--- src/rtl/ira_pkg.sv ---
// ----------------------------------------------------------------------------
// ira_pkg
// shared types for the interval room allocator: controller states and the
// command and status groups between controller and datapath
// ----------------------------------------------------------------------------
package ira_pkg;

  localparam int unsigned OUT_BITS = 9;

  typedef enum logic [1:0] {
    ST_IDLE,
    ST_SCAN,
    ST_FIN
  } ira_state_e;

  typedef struct packed {
    logic load;    // capture request, restart scan
    logic issue;   // read next room entry
    logic commit;  // update room table, load result register
  } ira_cmd_t;

  typedef struct packed {
    logic scan_done;   // every opened room has been read
    logic can_commit;  // result register free or being drained
  } ira_status_t;

endpackage

--- src/rtl/ira_ctrl.sv ---
// ----------------------------------------------------------------------------
// ira_ctrl
// sequencer: accept a request, sweep the opened rooms, then commit
// ----------------------------------------------------------------------------
module ira_ctrl import ira_pkg::*; (
  input  logic        clk_i,
  input  logic        rst_ni,
  input  logic        in_valid_i,
  output logic        in_stall_o,
  input  ira_status_t status_i,
  output ira_cmd_t    cmd_o
);

  ira_state_e state_q, state_d;

  always_ff @(posedge clk_i or negedge rst_ni) begin
    if (!rst_ni) begin
      state_q <= ST_IDLE;
    end else begin
      state_q <= state_d;
    end
  end

  always_comb begin
    state_d    = state_q;
    cmd_o      = '0;
    in_stall_o = 1'b1;
    unique case (state_q)
      ST_IDLE: begin
        in_stall_o = 1'b0;
        if (in_valid_i) begin
          cmd_o.load = 1'b1;
          state_d    = ST_SCAN;
        end
      end
      ST_SCAN: begin
        if (status_i.scan_done) begin
          state_d = ST_FIN;
        end else begin
          cmd_o.issue = 1'b1;
        end
      end
      ST_FIN: begin
        if (status_i.can_commit) begin
          cmd_o.commit = 1'b1;
          state_d      = ST_IDLE;
        end
      end
      default: state_d = ST_IDLE;
    endcase
  end

endmodule

--- config.mk ---
export PLATFORM = sky130hd
export DESIGN_NAME = ira_ctrl
export DESIGN_NICKNAME = d
export VERILOG_FILES = /design/src/rtl/ira_pkg.sv /design/src/rtl/ira_ctrl.sv
export SDC_FILE = /design/constraint.sdc
export NUM_CORES = 1
export LEC_CHECK = 0
export ABC_AREA = 1
export BUFFER_PORTS_ARGS = -buffer_cell sky130_fd_sc_hd__buf_2
export CORE_AREA = 2 2 39 41
export CTS_CLUSTER_DIAMETER = 120
export DETAILED_ROUTE_END_ITERATION = 10
export DIE_AREA = 0 0 41 43
export PLACE_DENSITY = 0.33
export SLEW_MARGIN = 15
export SYNTH_ARGS = -nofsm -noshare
export SYNTH_HDL_FRONTEND = slang
export SYNTH_SLANG_ARGS = --single-unit
--- constraint.sdc ---
create_clock -name clk_i -period 0.8 [get_ports clk_i]
set_input_delay 0.04 -clock clk_i [delete_from_list [all_inputs] [get_ports clk_i]]
set_output_delay 0.04 -clock clk_i [all_outputs]
set_load 0.02 [all_outputs]
# Word-level counts from Yosys, hierarchy flattened
# Index checks and enable logic that the tools add are counted.
[classes] mux=11 eq_ne=5 reduce_logical=2
[ops] op="two-way mux 1 bit" count=7
[ops] op="two-way mux 2 bit" count=3
[ops] op="inequality test 2 bit, second input constant" count=3
[ops] op="one-hot mux 2 bit (3 select lines)" count=1
[ops] op="AND reduction 3 bit" count=1
[ops] op="equality test 2 x 1 -> 1 bit, second input constant" count=1
[ops] op="equality test 2 bit, second input constant" count=1
[ops] op="zero test 2 bit" count=1
[word_totals] register_bits=2 output_inout_bits=4

# Longest topological paths before layout
[logic_depth] word_depth=3 depth_mapped=3

# Worst setup path before layout
# OpenSTA, ideal clock, no wires.
[synth_path] path_type="reg2out" start="reg state_q[0]" end="out cmd_o[0] in the netlist's numbering" setup_slack_ns=-0.025 required_ns=0.760 n_path_buf=0 path_stages_with_launch=4 arrival_time_ns=0.785 path_cell_list="dfrtp_1 inv_1 nand2_1 nor2_1"
[synth_lines] element="start, declared" line="ira_ctrl.sv:14" rtl="ira_state_e state_q, state_d;"
[synth_lines] element="start signal, assigned" line="ira_ctrl.sv:20" rtl="state_q <= state_d;"
[synth_lines] element="end, declared" line="ira_ctrl.sv:11" rtl="output ira_cmd_t cmd_o"

==> impl_metrics.toml <==
[power]
p_total_uw = 908.1
p_per_area_nw_per_um2 = 3666
p_leak_uw = 0.0001528
peakVddDrop_uv = 794.9

[synth]
synth_top_area_share_pct = 43.01
syn_inst = 18
syn_nets = 23
netlist_top_cells_area = "dfrtp_1, inv_1, nand3_1"
synth.largest_area_cell = "dfrtp_1"
synth_seq_area_share_pct = 43.01
synth_seq_cells = 2
yosysUniqueCellTypes = 6
netlist_area_um2 = 116.4
yosysWarningCount = 0
synth.avg_cell_area_um2 = 6.465

[cts]
cts_tree = "built"
clock_latency_ps = 220
numCtsBuffers = 3
clock-root-buffer = "clkbuf_4"
htreeDepth = 1
cts_buffer_depth = 2
clock_sinks = 2
clk_pin_slew_ps = 30

[drt]
first_pass_iters = 1
vias = 146
via_per_inst = 3.042
wirelength_um = 293
drc_errors = 0
ant_nets = 0
wl_per_cell_um = 6.104
drtIter0Drc = 0

[critical_path]
path_max_fanout = 4
critPathSlowestCell = "dfrtp_1"
path_cells = "nor2_2 > nand2_1 > inv_1 > buf_6"
cpLargestDelayFamily = "flip-flops"
critPathBufInv = 2
cp.required_ps = 760
crit_arrival_ps = 1010
critPathKind = "flip-flop to primary output"
critPathMaxStageDelay_ps = 400
startpoint_type = "flip-flop"
cp-end-kind = "primary output"

[final_layout]
insertedDiodeCount = 0
drive_above_1_share_pct = 46.88
largest_register = "state_q"
area_growth_pct = 112.9
final_net_count = 39
top_regs = "state_q: 2 flops"
largest_reg_flops = 2
mostFrequentLayoutCell = "inv_1"
final_area_um2 = 247.7
layout_common_cells = "inv_1, nand2_1, buf_2"

[timing]
fmax_mhz = 954.7
setup_slack_ps = -247.5
final_max_slew_viol_count = 0
fin_crit_sh_pct = 130.9
setup_viol = 5
final_hold_viol_count = 0
tightest_slew_ps = 136.6
timing.final.crit_period_ps = 1047
max_slew_margin_pct = 90.89
rsz0062_at_grt = "yes"
fin_skew_ps = 1.707

[run_status]
status = "finished, violations left"
violations = "setup timing"

[hold_path]
hold_class = "primary input to flip-flop"

[place]
place_area_um2 = 178.9
portBuffers = 8
gp_congestion = 0.6584
hpwl_um = 237.5

[global_route]
grt_max_degree = 5
overflow = 0
grt_util_all_layers_pct = 3.614
grt_pass1_wl_um = 379
grt_antenna_before_repair = 0
grt_pass1_vias = 129

[flow_run]
maxCapViolCount = 0

[floorplanning]
chipHeight_um = 43
core-area_um2 = 1384
rows = 14
io_pins = 9
initial_core_util_pct = 8.409
die_w_um = 41
dieArea_um2 = 1763
## layer usage
metal,vias to the layer above,part of all wire (%),GRT usage [%]
met5,-,0,0
met4,0,0,6.000
met3,0,8.9,1.571
met2,4,51,4.375
met1,62,40,3.215
li1,80,-,-
## worst reg2reg max path, delay by kind of cell (launching register included)
kind | cells | cell delay, ps
simple gates | 3 | 260
flops | 1 | 400
buf+inv | 2 | 240
## path summary, 6_finish.rpt
| kind | from | endpoint | slack [ps] | depth (start not counted) |
|---|---|---|---|---|
| max in group asynchronous | rst_ni | state_q[0] | 570 | 2 |
| min in group asynchronous | rst_ni | state_q[1] | 140 | 2 |
| worst min-delay path | status_i[1] | state_q[1] | 90 | 3 |
| worst max register to register | state_q[1] | state_q[0] | -170 | 5 |
| worst min register to register | state_q[1] | state_q[1] | 560 | 2 |
| worst max-delay path | state_q[1] | cmd_o[2] | -250 | 4 |
## per-stage QoR
step | setup WS (ps) | utilization (%) | setup TNS (ps) | instances | hold slack, ps
6_report | -247.5 | 17.90 | -1021 | 48 | 91.27
2_1_floorplan | 49.57 | - | 0 | 18 | -255.6
5_1_grt | -301.1 | 17.90 | -1302 | 48 | 104.5
4_1_cts | -258.1 | 17.36 | -970.6 | 47 | 82.26
3_3_place_gp | -29.78 | 12.93 | -66.85 | 42 | -171.2
3_5_place_dp | -43.09 | 12.93 | -55.77 | 42 | -171.0
## timing repair
action | CTS | global route
endpoints found under the hold margin | 2 | 0
setup buffers | 1 | 1
gates resized for setup | 7 | 0
pin swaps | 2 | 2
setup endpoints to repair | 4 | 5
hold buffers | 1 | 0
## cell usage after synthesis, drive strengths merged
cell type / count
nand2: 4
nor2: 2
dfrtp: 2
nand3: 3
inv: 7
## area by class of cell
type / instances / area (µm²)
multi-input combinational: 9 / 42.54
timing repair buffer: 11 / 86.33
clock buffer: 3 / 22.52
inverter: 7 / 26.28
fill: 165 / 1136
tap: 16 / 20.02
sequential: 2 / 50.05
## cells by family (layout without fill, tap and decap cells)
logic type | count (synthesis) | after routing | share of synthesized area, %
AND/OR/NAND/NOR | 9 | 9 | 34.40
buffers and inverters | 7 | 21 | 22.58
flip-flops | 2 | 2 | 43.01
## power by group
part	internal, µW	total [µW]	leakage (µW)	switching, µW
Combinational	244	490	0.000113	246
Clock	165	219	0.0000138	54.2
Sequential	148	198	0.0000255	50.3
Total	558	908	0.000153	350
Note: power is estimated with default switching activity, not from simulation.
